<file path="src/rtl/core/trapezoid_integrator_coning_defines.svh">
// assertion macros used by the integrator sequencer
`ifndef TRAPEZOID_INTEGRATOR_CONING_DEFINES_SVH
`define TRAPEZOID_INTEGRATOR_CONING_DEFINES_SVH

// condition holds in the same cycle
`define TIC_ASSERT_NOW(lbl, ante, cons, msg) \
    lbl: assert property (@(posedge i_clk) disable iff (!i_rst_n) (ante) |-> (cons)) \
        else $error(msg);

// condition holds in the following cycle
`define TIC_ASSERT_NEXT(lbl, ante, cons, msg) \
    lbl: assert property (@(posedge i_clk) disable iff (!i_rst_n) (ante) |=> (cons)) \
        else $error(msg);

`endif

</file>
<file path="src/rtl/core/tic_pkg.sv">
// shared constants, types and saturating arithmetic of the rate integrator
`default_nettype none

package tic_pkg;

    // field and accumulator widths
    localparam int SMP_W     = 32;
    localparam int ACC_W     = 64;
    localparam int DT_W      = 24;
    localparam int TIME_W    = 64;
    localparam int SPAN_W    = 32;
    localparam int CFG_W     = 32;
    localparam int CFG_IDX_W = 1;
    localparam int AXES      = 3;
    localparam int AX_W      = 2;
    localparam int HALF_W    = ACC_W / 2;

    // rate sum magnitude and rate times dt product
    localparam int MAG_W   = SMP_W + 1;
    localparam int PROD_W  = MAG_W + DT_W;

    // conversion of q16 times us into q32 times s: (p * 512 + 7812) / 15625
    localparam int DQ_SCALE_SH = 9;
    localparam int DQ_W        = PROD_W + DQ_SCALE_SH + 1;
    localparam int DQ_DV_W     = 14;
    localparam logic [DQ_DV_W-1:0] DQ_DIVISOR = DQ_DV_W'(15625);
    localparam int DQ_ROUND    = 7812;

    // rounded division by six
    localparam int D6_W    = ACC_W + 1;
    localparam int D6_DV_W = 3;
    localparam logic [D6_DV_W-1:0] D6_DIVISOR = D6_DV_W'(6);
    localparam int D6_ROUND = 3;

    // shared multiplier
    localparam int MUL_A_W = MAG_W;
    localparam int MUL_B_W = HALF_W;
    localparam int MUL_O_W = MUL_A_W + MUL_B_W;
    localparam int PP_W    = 2 * ACC_W;
    localparam int MS_SH   = 33;

    // output rounding from q32 to q16
    localparam int Q16_SH  = 16;
    localparam int Q16_RND = 1 << (Q16_SH - 1);

    // configuration register indexes
    localparam logic [CFG_IDX_W-1:0] CFG_INTERVAL = CFG_IDX_W'(0);
    localparam logic [CFG_IDX_W-1:0] CFG_CONING   = CFG_IDX_W'(1);

    typedef logic signed [ACC_W-1:0] t_acc;

    localparam t_acc ACC_MAX = {1'b0, {(ACC_W-1){1'b1}}};
    localparam t_acc ACC_MIN = {1'b1, {(ACC_W-1){1'b0}}};
    localparam logic [DT_W-1:0]  DT_MAX  = '1;
    localparam logic [SMP_W-1:0] OUT_MAX = {1'b0, {(SMP_W-1){1'b1}}};
    localparam logic [SMP_W-1:0] OUT_MIN = {1'b1, {(SMP_W-1){1'b0}}};

    typedef enum logic [3:0] {
        S_IDLE,
        S_CHECK,
        S_MUL,
        S_DIV_START,
        S_DIV_WAIT,
        S_DELTA,
        S_LEVER,
        S_PMUL,
        S_PACC,
        S_PFIN,
        S_CSUB,
        S_BETA,
        S_COMMIT,
        S_TOTAL,
        S_EMIT
    } t_state;

    // controller to datapath
    typedef struct packed {
        logic            in_ready;
        logic            first_commit;
        logic            load_diff;
        logic            mul_dt;
        logic [AX_W-1:0] axis;
        logic            div_start;
        logic            delta_load;
        logic            lever_load;
        logic            pp_mul;
        logic [1:0]      pidx;
        logic [2:0]      prod;
        logic            pp_fin;
        logic            csub;
        logic            beta_upd;
        logic            commit;
        logic            total_load;
        logic            emit;
    } t_cmd;

    // datapath to controller
    typedef struct packed {
        logic in_valid;
        logic is_first;
        logic div_done;
        logic coning;
        logic fire;
        logic out_free;
    } t_stat;

    function automatic t_acc sat_add(input t_acc a, input t_acc b);
        logic [ACC_W:0] s;
        s = {a[ACC_W-1], a} + {b[ACC_W-1], b};
        if (s[ACC_W] != s[ACC_W-1]) return s[ACC_W] ? ACC_MIN : ACC_MAX;
        return s[ACC_W-1:0];
    endfunction

    function automatic t_acc sat_sub(input t_acc a, input t_acc b);
        logic [ACC_W:0] s;
        s = {a[ACC_W-1], a} - {b[ACC_W-1], b};
        if (s[ACC_W] != s[ACC_W-1]) return s[ACC_W] ? ACC_MIN : ACC_MAX;
        return s[ACC_W-1:0];
    endfunction

    // magnitude plus sign to saturated signed value
    function automatic t_acc signed_sat(input logic [DQ_W-1:0] m, input logic neg);
        t_acc v;
        v = m[ACC_W-1:0];
        if (m > DQ_W'(ACC_MAX)) return neg ? ACC_MIN : ACC_MAX;
        return neg ? -v : v;
    endfunction

    function automatic logic [ACC_W-1:0] magn(input t_acc v);
        return v[ACC_W-1] ? ACC_W'(-v) : ACC_W'(v);
    endfunction

    // round to nearest, ties away from zero, saturate to the sample range
    function automatic logic [SMP_W-1:0] to_q16(input t_acc v);
        logic [ACC_W:0] m;
        logic [ACC_W:0] q;
        m = {1'b0, magn(v)} + (ACC_W+1)'(Q16_RND);
        q = m >> Q16_SH;
        if (q > (ACC_W+1)'(OUT_MAX)) return v[ACC_W-1] ? OUT_MIN : OUT_MAX;
        return v[ACC_W-1] ? (~q[SMP_W-1:0] + 1'b1) : q[SMP_W-1:0];
    endfunction

endpackage

`default_nettype wire

</file>
<file path="src/rtl/core/tic_ctrl.sv">
// sequencer of the integrator: one sample at a time through the datapath
`default_nettype none
`include "trapezoid_integrator_coning_defines.svh"

module tic_ctrl
    import tic_pkg::*;
(
    input  logic  i_clk,
    input  logic  i_rst_n,
    input  t_stat i_stat,
    output t_cmd  o_cmd
);
    t_state          r_state, n_state;
    logic [AX_W-1:0] r_axis, n_axis;
    logic [1:0]      r_pidx, n_pidx;
    logic [2:0]      r_prod, n_prod;

    // next state
    always_comb begin
        n_state = r_state;
        case (r_state)
            S_IDLE:      if (i_stat.in_valid) n_state = S_CHECK;
            S_CHECK:     n_state = i_stat.is_first ? S_IDLE : S_MUL;
            S_MUL:       if (r_axis == AX_W'(AXES - 1)) n_state = S_DIV_START;
            S_DIV_START: n_state = S_DIV_WAIT;
            S_DIV_WAIT:  if (i_stat.div_done) n_state = S_DELTA;
            S_DELTA:     n_state = i_stat.coning ? S_LEVER : S_COMMIT;
            S_LEVER:     n_state = S_PMUL;
            S_PMUL:      if (r_pidx == 2'd3) n_state = S_PACC;
            S_PACC:      n_state = S_PFIN;
            S_PFIN:      n_state = r_prod[0] ? S_CSUB : S_PMUL;
            S_CSUB:      n_state = S_BETA;
            S_BETA:      n_state = (r_prod == 3'd5) ? S_COMMIT : S_PMUL;
            S_COMMIT:    n_state = S_TOTAL;
            S_TOTAL:     n_state = S_EMIT;
            S_EMIT:      if (!i_stat.fire || i_stat.out_free) n_state = S_IDLE;
            default:     n_state = S_IDLE;
        endcase
    end

    // axis, partial product and product counters
    always_comb begin
        n_axis = (r_state == S_MUL) ? r_axis + 1'b1 : '0;
        n_pidx = (r_state == S_PMUL) ? r_pidx + 1'b1 : '0;
        n_prod = r_prod;
        if (r_state == S_LEVER) begin
            n_prod = '0;
        end else if ((r_state == S_PFIN && !r_prod[0]) || r_state == S_BETA) begin
            n_prod = r_prod + 1'b1;
        end
    end

    // command outputs
    always_comb begin
        o_cmd              = '0;
        o_cmd.axis         = r_axis;
        o_cmd.pidx         = r_pidx;
        o_cmd.prod         = r_prod;
        o_cmd.in_ready     = r_state == S_IDLE;
        o_cmd.first_commit = r_state == S_CHECK && i_stat.is_first;
        o_cmd.load_diff    = r_state == S_CHECK;
        o_cmd.mul_dt       = r_state == S_MUL;
        o_cmd.div_start    = r_state == S_DIV_START;
        o_cmd.delta_load   = r_state == S_DELTA;
        o_cmd.lever_load   = r_state == S_LEVER;
        o_cmd.pp_mul       = r_state == S_PMUL;
        o_cmd.pp_fin       = r_state == S_PFIN;
        o_cmd.csub         = r_state == S_CSUB;
        o_cmd.beta_upd     = r_state == S_BETA;
        o_cmd.commit       = r_state == S_COMMIT;
        o_cmd.total_load   = r_state == S_TOTAL;
        o_cmd.emit         = r_state == S_EMIT && i_stat.fire && i_stat.out_free;
    end

    // state registers
    always_ff @(posedge i_clk) begin
        if (!i_rst_n) begin
            r_state <= S_IDLE;
            r_axis  <= '0;
            r_pidx  <= '0;
            r_prod  <= '0;
        end else begin
            r_state <= n_state;
            r_axis  <= n_axis;
            r_pidx  <= n_pidx;
            r_prod  <= n_prod;
        end
    end

    `TIC_ASSERT_NEXT(a_accept_starts, r_state == S_IDLE && i_stat.in_valid, r_state == S_CHECK, "accepted sample not taken up")
    `TIC_ASSERT_NEXT(a_first_returns, r_state == S_CHECK && i_stat.is_first, r_state == S_IDLE, "first sample did not finish at once")
    `TIC_ASSERT_NEXT(a_div_to_delta, r_state == S_DIV_WAIT && i_stat.div_done, r_state == S_DELTA, "divider result not consumed")
    `TIC_ASSERT_NEXT(a_emit_holds, r_state == S_EMIT && i_stat.fire && !i_stat.out_free, r_state == S_EMIT && !o_cmd.in_ready, "result dropped on stalled output")
    `TIC_ASSERT_NOW(a_prod_range, r_state == S_PMUL || r_state == S_PFIN, r_prod <= 3'd5, "coning product index out of range")
endmodule

`default_nettype wire

</file>
<file path="config.mk">
export PLATFORM = sky130hd
export DESIGN_NAME = tic_ctrl
export DESIGN_NICKNAME = d
export VERILOG_FILES = /design/src/rtl/core/tic_pkg.sv /design/src/rtl/core/tic_ctrl.sv
export VERILOG_INCLUDE_DIRS = /design/src /design/src/rtl/core
export SDC_FILE = /design/constraint.sdc
export NUM_CORES = 1
export LEC_CHECK = 0
export ABC_CLOCK_PERIOD_IN_PS = 3500
export BUFFER_PORTS_ARGS = -buffer_cell sky130_fd_sc_hd__buf_2
export CORE_MARGIN = 1
export CORE_UTILIZATION = 50
export CTS_CLUSTER_SIZE = 10
export DETAILED_ROUTE_END_ITERATION = 8
export PLACE_DENSITY = 0.88
export SLEW_MARGIN = 20
export SYNTH_ARGS = -nofsm -noshare
export SYNTH_HDL_FRONTEND = slang
export SYNTH_SLANG_ARGS = --single-unit
</file>
<file path="constraint.sdc">
create_clock -name i_clk -period 3.5 [get_ports i_clk]
set_input_delay 0.35 -clock i_clk [delete_from_list [all_inputs] [get_ports i_clk]]
set_output_delay 0.35 -clock i_clk [all_outputs]
set_load 0.02 [all_outputs]
</file>
Word level (Yosys, flattened, before mapping)
Index checks and enable logic that the tools add are counted.
Widths: inputs -> output; s select.
{"block": "op_classes", "magnitude_cmp": 0, "add_sub_neg": 3, "shift": 0, "reduce_logical": 13, "n_eq_ne": 22, "div_mod_pow": 0, "mux": 10, "n_bitwise": 1, "n_mul": 0}
{"operator": "$pmux 4 s15", "count": 1}
{"operator": "$mux 4", "count": 8}
{"operator": "$eq 4x4->1 const B", "count": 7}
{"operator": "$eq 4x3->1 const B", "count": 4}
{"operator": "$eq 4x2->1 const B", "count": 2}
{"operator": "$ne 2x2->1 const B", "count": 3}
{"operator": "$reduce_and 5->1", "count": 1}
{"operator": "$add 2x1->2 const B", "count": 2}
{"operator": "$eq 2x2->1 const B", "count": 2}
{"operator": "$eq 4x1->1 const B", "count": 1}
{"operator": "$logic_and 1x1->1", "count": 4}
{"operator": "$logic_not 4->1", "count": 1}
{"operator": "$ne 2x1->1 const B", "count": 2}
{"operator": "$reduce_and 2->1", "count": 2}
{"operator": "$add 3x1->3 const B", "count": 1}
{"operator": "$eq 3x3->1 const B", "count": 1}
{"operator": "$logic_not 1->1", "count": 2}
{"operator": "$logic_or 1x1->1", "count": 2}
{"operator": "$mux 2", "count": 1}
{"operator": "$reduce_or 2->1", "count": 1}
{"operator": "$not 1->1", "count": 1}
{"block": "totals", "n_memories": 0, "latch_bits": 0, "out_inout_bits": 21, "wordCells": 53, "romBits": 0, "reg_bits": 11, "mem_bits_rw": 0}

Depth between registers and ports, before layout
Gate-level depths: netlist of the first run.
{"block": "logic_depth", "ltp_word": 4, "depth_mapped": 7, "depth_no_buf": 7}

Worst setup path after synthesis of the first run
No wires, ideal clock.
{"block": "synth_path", "path_type": "register to output", "from": "register r_state[0]", "to": "output port o_cmd[19] in the netlist's numbering", "t_required_ps": 3150, "stages_incl_launch_ff": 5, "setup_slack_ps": 1539, "arrival_ps": 1611, "n_path_buf": 1, "cell_sequence": "dfxtp_1 -> clkbuf_1 -> nand2_1 -> nor3_1 -> and2_1"}
{"element": "from (decl)", "line": "tic_ctrl.sv:13", "source": "t_state r_state, n_state;"}
{"element": "from (signal assigned)", "line": "tic_ctrl.sv:83", "source": "r_state <= n_state;"}
{"element": "to (decl)", "line": "tic_ctrl.sv:11", "source": "output t_cmd o_cmd"}

==> results of run 1 <==
-- kinds of logic (layout without fill, tap and decap cells) --
kind of cell	after synthesis	after routing	synth area share, %
flip-flops	11	11	28.8
multiplexers	1	1	1.31
AND/OR/NAND/NOR	49	49	32.8
XOR/XNOR	1	1	1.14
AO/OA/AOI/OAI	26	26	23.0
buffers and inverters	12	38	6.37
adder cells (fa/ha/maj)	4	4	6.54
-- routing by layer --
metal,global-route usage (%),routed length (µm)
met1,32.5,803
met2,41.8,900
met5,0,0
met3,4.89,117
met4,9.68,24
-- cell usage in the layout, fill, tap and decap left out, drive strengths merged --
cell type,n
o211ai,2
nand2b,4
ha,4
a21oi,2
a32oi,2
o21ai,8
buf,28
nand2,11
mux2i,1
a22o,1
nand4,2
and2,2
a21boi,1
and4,2
nor2b,3
dfxtp,11
and3,1
xor2,1
a211oi,2
nor2,14
a22oi,1
inv,6
a31oi,1
or4b,1
o21a,1
nor4,1
clkbuf,4
a221oi,2
nor3,8
a2bb2oi,1
a21o,2
-- worst max-delay path, cell delays in order, from the launching register on --
cell and delay [ns]:
sky130_fd_sc_hd__dfxtp_1 0.65, sky130_fd_sc_hd__inv_1 0.19, sky130_fd_sc_hd__nand2_1 0.18, sky130_fd_sc_hd__nor3_1 0.07, sky130_fd_sc_hd__and2_1 0.17, sky130_fd_sc_hd__buf_2 0.15
-- registers in the layout, indices dropped and copies added, names as in the netlist --
name	cells
r_axis	2
r_prod	3
r_state	4
r_pidx	2
-- cell usage after synthesis, drive strengths merged --
cell type  instances  area, µm²
a32oi              2       17.5
dfxtp             11        220
a21boi             1       7.51
a22o               1       8.76
nor2              14       52.6
ha                 4       50.1
a21o               2       15.0
or4b               1       13.8
nor4               1       6.26
nand4              2       12.5
o21ai              8       40.0
nand2b             4       27.5
inv                6       22.5
a31oi              1       6.26
nor3               8       40.0
o21a               1       7.51
buf                4       18.8
clkbuf             2       7.51
a22oi              1       7.51
nor2b              3       18.8
a211oi             2       15.0
and3               1       6.26
mux2i              1       10.0
nand2             11       41.3
a2bb2oi            1       8.76
and2               2       12.5
a21oi              2       10.0
xor2               1       8.76
and4               2       20.0
o211ai             2       15.0
a221oi             2       17.5
-- worst paths after layout --
check | start | slack [ns] | cells after the start | end
max reg2reg | r_state[2] | 1.56 | 5 | r_state[2]
min | i_rst_n | 0.38 | 3 | r_pidx[0]
min reg2reg | r_axis[0] | 0.45 | 1 | r_axis[0]
max | r_state[1] | 1.46 | 5 | o_cmd[19]
-- metrics by stage --
step	setup WS, ns	instance area [µm²]	std cells	power (W)	utilization (%)
2_1_floorplan	1.54	766	104	0.000194	-
3_3_place_gp	1.65	898	141	0.000212	65.8
3_5_place_dp	1.59	898	141	0.000214	65.8
4_1_cts	1.50	925	145	0.000302	67.7
5_1_grt	1.35	925	145	0.000316	67.7
6_report	1.46	925	145	0.000304	67.7
-- final cells by class --
type | count | area share, %
inverter | 6 | 2.44
sequential | 11 | 23.8
timing repair buffer | 28 | 15.2
tap | 15 | 2.03
clock buffer | 4 | 2.84
multi-input combinational | 81 | 53.7
-- power by group --
part / internal, W / leakage [nW] / switching, W
Combinational: 0.0000298 / 0.320 / 0.0000397
Clock: 0.0000442 / 0.0150 / 0.0000484
Sequential: 0.000129 / 0.0890 / 0.0000132
Total: 0.000203 / 0.424 / 0.000101
==> metrics.txt, run 1 <==
# TYPE chip_impl_metric gauge
chip_impl_info{name="status",value="finished, final reports clean"} 1
chip_impl_info{name="cts_root_buf",value="sky130_fd_sc_hd__clkbuf_4"} 1
chip_impl_metric{name="final.fill_count",unit=""} 133
chip_impl_metric{name="slew_headroom",unit="%"} 62.4
chip_impl_metric{name="hpwl",unit="µm"} 1360
chip_impl_metric{name="detailedRoute.firstPassIterationCount",unit=""} 4
chip_impl_metric{name="finalHoldViolations",unit=""} 0
chip_impl_metric{name="dr.first_iter.drc_count",unit=""} 34
chip_impl_metric{name="via_per_inst",unit=""} 5.90
chip_impl_metric{name="number_of_synthesized_register_bits",unit=""} 11
chip_impl_metric{name="cts_post_setup_buffers_inserted",unit=""} 0
chip_impl_info{name="worstSetupEndpointType",value="output pin"} 1
chip_impl_metric{name="clock-skew-final",unit="ns"} 0.00331
chip_impl_metric{name="number_of_vias_after_detailed_routing",unit=""} 856
chip_impl_metric{name="std_cell_rows",unit=""} 13
chip_impl_metric{name="wl_per_cell",unit="µm"} 12.7
chip_impl_metric{name="dieWidth",unit="µm"} 41.1
chip_impl_metric{name="ctsHtreeMaxLevel",unit=""} 1
chip_impl_metric{name="drc_errors",unit=""} 0
chip_impl_metric{name="ff_latch_area",unit="µm²"} 220
chip_impl_metric{name="antenna_found_initial",unit=""} 0
chip_impl_metric{name="clock_latency_at_the_later_pin_of_the_worst_skew_pair",unit="ns"} 0.27
chip_impl_info{name="critPathKind",value="reg2out"} 1
chip_impl_metric{name="drt-total-wl",unit="µm"} 1850
chip_impl_metric{name="area_inside_the_core_boundary",unit="µm²"} 1370
chip_impl_metric{name="synth.yosys.seq_area_share",unit="%"} 28.8
chip_impl_metric{name="post_cts_resize_count",unit=""} 0
chip_impl_metric{name="cts_num_sinks",unit=""} 11
chip_impl_metric{name="power_leakage",unit="nW"} 0.424
chip_impl_metric{name="finalCriticalPeriod",unit="ns"} 2.04
chip_impl_metric{name="floorplan.initialDensity",unit="%"} 56.0
chip_impl_metric{name="worst_ep_arrival_time",unit="ns"} 1.69
chip_impl_metric{name="num-nets-final",unit=""} 143
chip_impl_metric{name="worst_slew_pin_slew",unit="ns"} 0.563
chip_impl_info{name="setup.worst_path.start_class",value="flip-flop"} 1
chip_impl_metric{name="drt.antenna.violating_nets",unit=""} 0
chip_impl_metric{name="synth.yosys.warnings",unit=""} 0
chip_impl_metric{name="chipHeight",unit="µm"} 41.1
chip_impl_metric{name="crit_fanout",unit=""} 15
chip_impl_metric{name="area_growth_syn_to_layout",unit="%"} 20.8
chip_impl_metric{name="synth.cell_area",unit="µm²"} 766
chip_impl_metric{name="cts_buffers",unit=""} 3
chip_impl_metric{name="grt.total_usage",unit="%"} 25.4
chip_impl_metric{name="synthDistinctLibCells",unit=""} 34
chip_impl_metric{name="cts.hold.buffers_added",unit=""} 0
chip_impl_metric{name="drive_gt1_share",unit="%"} 26.2
chip_impl_metric{name="synth_fp_nets",unit=""} 116
chip_impl_metric{name="max_freq",unit="MHz"} 489
chip_impl_info{name="hold_path_class",value="in2reg"} 1
chip_impl_metric{name="drv_slew",unit=""} 0
chip_impl_metric{name="first_global_vias",unit=""} 648
chip_impl_metric{name="placement.io_buffers",unit=""} 28
chip_impl_metric{name="die_area",unit="µm²"} 1690
chip_impl_metric{name="clkSlewWorstSetupHoldPaths",unit="ns"} 0.08
chip_impl_metric{name="vdd.ir_drop.worst",unit="µV"} 211
chip_impl_metric{name="antenna_cells",unit=""} 0
chip_impl_metric{name="drv.max_cap_violation_count",unit=""} 0
chip_impl_metric{name="io_pins",unit=""} 29
chip_impl_metric{name="report.final.setup_viol",unit=""} 0
chip_impl_metric{name="grt_first_pass_wirelength",unit="µm"} 2790
chip_impl_metric{name="postSynthCellCount",unit=""} 104
chip_impl_metric{name="synthesis.area_per_instance",unit="µm²"} 7.36
chip_impl_info{name="tritoncts",value="yes"} 1
chip_impl_metric{name="multiInputGateArea",unit="µm²"} 497
chip_impl_metric{name="hold_slack",unit="ns"} 0.383
chip_impl_metric{name="gpl.final_weighted_congestion",unit=""} 0.886
chip_impl_metric{name="maximum_buffer_depth_of_the_clock_tree",unit=""} 2
chip_impl_metric{name="critPathRequiredTime",unit="ns"} 3.15
chip_impl_info{name="rsz0062_at_grt",value="false"} 1
chip_impl_metric{name="grt_start_max_net_pins",unit=""} 19
chip_impl_metric{name="timing.final.crit_share",unit="%"} 58.4
chip_impl_metric{name="pwr_density_cell",unit="nW/µm²"} 329
chip_impl_metric{name="grt.overflow.total",unit=""} 0
chip_impl_metric{name="fin_tns_setup",unit="ns"} 0
(Power assumes the default switching activity.)
==> run 2, diff against run 1 <==
ABC_CLOCK_PERIOD_IN_PS = 1730   (was 3500)
CORE_UTILIZATION = 42   (was 50)
PLACE_DENSITY = 0.8   (was 0.88)
clock period = 1.73 ns   (was 3.5 ns; I/O delays follow)
==> metrics.txt, run 2 (synthesis results as in run 1) <==
# TYPE chip_impl_metric gauge
chip_impl_info{name="status",value="finished, final reports clean"} 1
chip_impl_metric{name="ctsHtreeMaxLevel",unit=""} 1
chip_impl_metric{name="clock-skew-final",unit="ns"} 0.00814
chip_impl_info{name="setup.worst_path.start_class",value="flip-flop"} 1
chip_impl_metric{name="area_growth_syn_to_layout",unit="%"} 28.4
chip_impl_metric{name="pwr_density_cell",unit="nW/µm²"} 648
chip_impl_metric{name="placement.io_buffers",unit=""} 28
chip_impl_metric{name="regToRegSetupSlack",unit="ns"} 0.14
chip_impl_info{name="crit_end",value="o_cmd[11]"} 1
chip_impl_metric{name="final_design_instance_area_without_fill",unit="µm²"} 983
chip_impl_metric{name="finalHoldViolations",unit=""} 0
chip_impl_info{name="critical_path.startpoint",value="r_state[3]"} 1
chip_impl_metric{name="report.final.setup_viol",unit=""} 0
chip_impl_metric{name="chipHeight",unit="µm"} 44.7
chip_impl_info{name="critical_path.reg2reg.startpoint",value="r_state[0]"} 1
chip_impl_metric{name="drt-total-wl",unit="µm"} 2070
chip_impl_info{name="cts_root_buf",value="sky130_fd_sc_hd__clkbuf_4"} 1
chip_impl_metric{name="post_dp_cell_area",unit="µm²"} 953
chip_impl_metric{name="gpl.final_weighted_congestion",unit=""} 0.979
chip_impl_info{name="cp_cell_instances",value="buf_4, nand2b_1, nor2_1, buf_2"} 1
chip_impl_metric{name="std_cell_rows",unit=""} 15
chip_impl_info{name="worst_path_dominant_cell_family",value="simple AND/OR/NAND/NOR gates"} 1
chip_impl_info{name="top_register",value="r_state"} 1
chip_impl_info{name="worstSetupEndpointType",value="output pin"} 1
chip_impl_metric{name="multiInputGateArea",unit="µm²"} 504
chip_impl_metric{name="wl_per_cell",unit="µm"} 12.9
chip_impl_info{name="tritoncts",value="yes"} 1
chip_impl_metric{name="critical_path_buf_inv_count",unit=""} 2
chip_impl_metric{name="slew_headroom",unit="%"} 80.9
chip_impl_metric{name="cts_post_setup_buffers_inserted",unit=""} 0
chip_impl_metric{name="clock_latency_at_the_later_pin_of_the_worst_skew_pair",unit="ns"} 0.29
chip_impl_metric{name="hpwl",unit="µm"} 1530
chip_impl_metric{name="worst_slew_pin_slew",unit="ns"} 0.286
chip_impl_metric{name="antenna_found_initial",unit=""} 0
chip_impl_info{name="worstReg2RegEnd",value="r_state[1]"} 1
chip_impl_metric{name="drc_errors",unit=""} 0
chip_impl_metric{name="area_inside_the_core_boundary",unit="µm²"} 1730
chip_impl_metric{name="detailedRoute.firstPassIterationCount",unit=""} 4
chip_impl_metric{name="r2r.worst_path.cells",unit=""} 5
chip_impl_metric{name="cts.hold.buffers_added",unit=""} 0
chip_impl_metric{name="io_pins",unit=""} 29
chip_impl_metric{name="critPathMaxStageDelay",unit="ns"} 0.32
chip_impl_metric{name="final.fill_count",unit=""} 170
chip_impl_info{name="rsz0062_at_grt",value="false"} 1
chip_impl_info{name="start_point_of_the_worst_hold_path",value="i_rst_n"} 1
chip_impl_metric{name="floorplan.initialDensity",unit="%"} 44.3
chip_impl_metric{name="drv.max_cap_violation_count",unit=""} 0
chip_impl_metric{name="antenna_cells",unit=""} 0
chip_impl_metric{name="timing.critical_path.depth",unit=""} 4
chip_impl_info{name="critPathKind",value="reg2out"} 1
chip_impl_info{name="hold_path_class",value="in2reg"} 1
chip_impl_metric{name="largest_reg_flops",unit=""} 4
chip_impl_metric{name="max_freq",unit="MHz"} 607
chip_impl_metric{name="post_cts_resize_count",unit=""} 0
chip_impl_info{name="reg_top3",value="r_state x4, r_prod x3"} 1
chip_impl_metric{name="critPathRequiredTime",unit="ns"} 1.56
chip_impl_metric{name="ff_latch_area",unit="µm²"} 220
chip_impl_metric{name="via_per_inst",unit=""} 5.48
chip_impl_metric{name="crit_fanout",unit=""} 16
chip_impl_metric{name="cts_num_sinks",unit=""} 11
chip_impl_metric{name="finalCriticalPeriod",unit="ns"} 1.65
chip_impl_metric{name="dieWidth",unit="µm"} 44.7
chip_impl_metric{name="dr.first_iter.drc_count",unit=""} 37
chip_impl_info{name="layout.cells.most_common",value="sky130_fd_sc_hd__buf_2"} 1
chip_impl_metric{name="maximum_buffer_depth_of_the_clock_tree",unit=""} 2
chip_impl_metric{name="first_global_vias",unit=""} 801
chip_impl_metric{name="drive_gt1_share",unit="%"} 31.9
chip_impl_metric{name="cts_buffers",unit=""} 3
chip_impl_info{name="slowest_cp_cell",value="sky130_fd_sc_hd__dfxtp_1"} 1
chip_impl_metric{name="vdd.ir_drop.worst",unit="µV"} 535
chip_impl_metric{name="grt.overflow.total",unit=""} 0
chip_impl_metric{name="num-nets-final",unit=""} 148
chip_impl_metric{name="clkSlewWorstSetupHoldPaths",unit="ns"} 0.08
chip_impl_metric{name="drt.antenna.violating_nets",unit=""} 0
chip_impl_metric{name="grt.total_usage",unit="%"} 23.6
chip_impl_metric{name="fin_tns_setup",unit="ns"} 0
chip_impl_info{name="mostFrequentLayoutCells",value="sky130_fd_sc_hd__buf_2 (28), sky130_fd_sc_hd__nor2_1 (14), sky130_fd_sc_hd__dfxtp_1 (11)"} 1
chip_impl_metric{name="drv_slew",unit=""} 0
chip_impl_metric{name="worst_ep_arrival_time",unit="ns"} 1.48
chip_impl_metric{name="timing.final.crit_share",unit="%"} 95.3
chip_impl_metric{name="number_of_vias_after_detailed_routing",unit=""} 876
chip_impl_metric{name="grt_first_pass_wirelength",unit="µm"} 3390
chip_impl_metric{name="power_leakage",unit="nW"} 0.458
chip_impl_metric{name="die_area",unit="µm²"} 2000
chip_impl_metric{name="grt_start_max_net_pins",unit=""} 18
==> run 2: power by group <==
group          total [W]  leakage, nW  internal [W]  switching, W
Sequential      0.000265       0.0890      0.000261    0.00000419
Clock           0.000194       0.0177     0.0000862      0.000108
Combinational   0.000178        0.351     0.0000695      0.000108
==> run 2: worst min-delay path by stage <==
| stage | endpoint | slack, ns | cells after the start |
|---|---|---|---|
| global placement | r_axis[0] | 0.42 | 1 |
| detailed placement | r_pidx[0] | 0.44 | 1 |
| floorplan | r_pidx[0] | 0.29 | 2 |
| CTS | r_pidx[0] | 0.17 | 3 |
| finish | r_pidx[0] | 0.17 | 3 |
| global route | r_pidx[0] | 0.18 | 3 |
==> run 2: per-stage QoR <==
| stage | util (%) | hold WS [ns] | std cells | power, W | worst slack [ns] |
|---|---|---|---|---|---|
| global route | 57.0 | 0.175 | 160 | 0.000669 | 0.00377 |
| detailed placement | 55.2 | 0.439 | 156 | 0.000444 | 0.162 |
| global placement | 55.2 | 0.424 | 156 | 0.000440 | 0.188 |
| CTS | 56.8 | 0.170 | 160 | 0.000636 | 0.0523 |
| finish | 57.0 | 0.169 | 160 | 0.000637 | 0.0818 |
| floorplan | - | 0.287 | 104 | 0.000393 | 0.157 |
==> run 2: final cells by class <==
class,instances,area share (%)
Clock inverter,1,0.509
Inverter,6,2.29
Clock buffer,3,2.29
Sequential cell,11,22.4
Multi-Input combinational cell,81,51.3
Tap cell,25,3.18
Timing Repair Buffer,33,18.1
==> run 2: routing by layer <==
metal	GRT usage (%)	wire, µm	vias up
li1	-	-	437
met1	25.9	854	400
met2	41.5	1040	36
met3	8.40	148	3
met4	9.09	19	0
met5	0	0	-
==> run 2: worst reg2reg max path: cells and delay by family, from the launching register on <==
| kind | cells | cell delay (ns) |
|---|---|---|
| AO/OA/AOI/OAI | 1 | 0.16 |
| AND/OR/NAND/NOR | 4 | 1.01 |
| flip-flops | 1 | 0.32 |
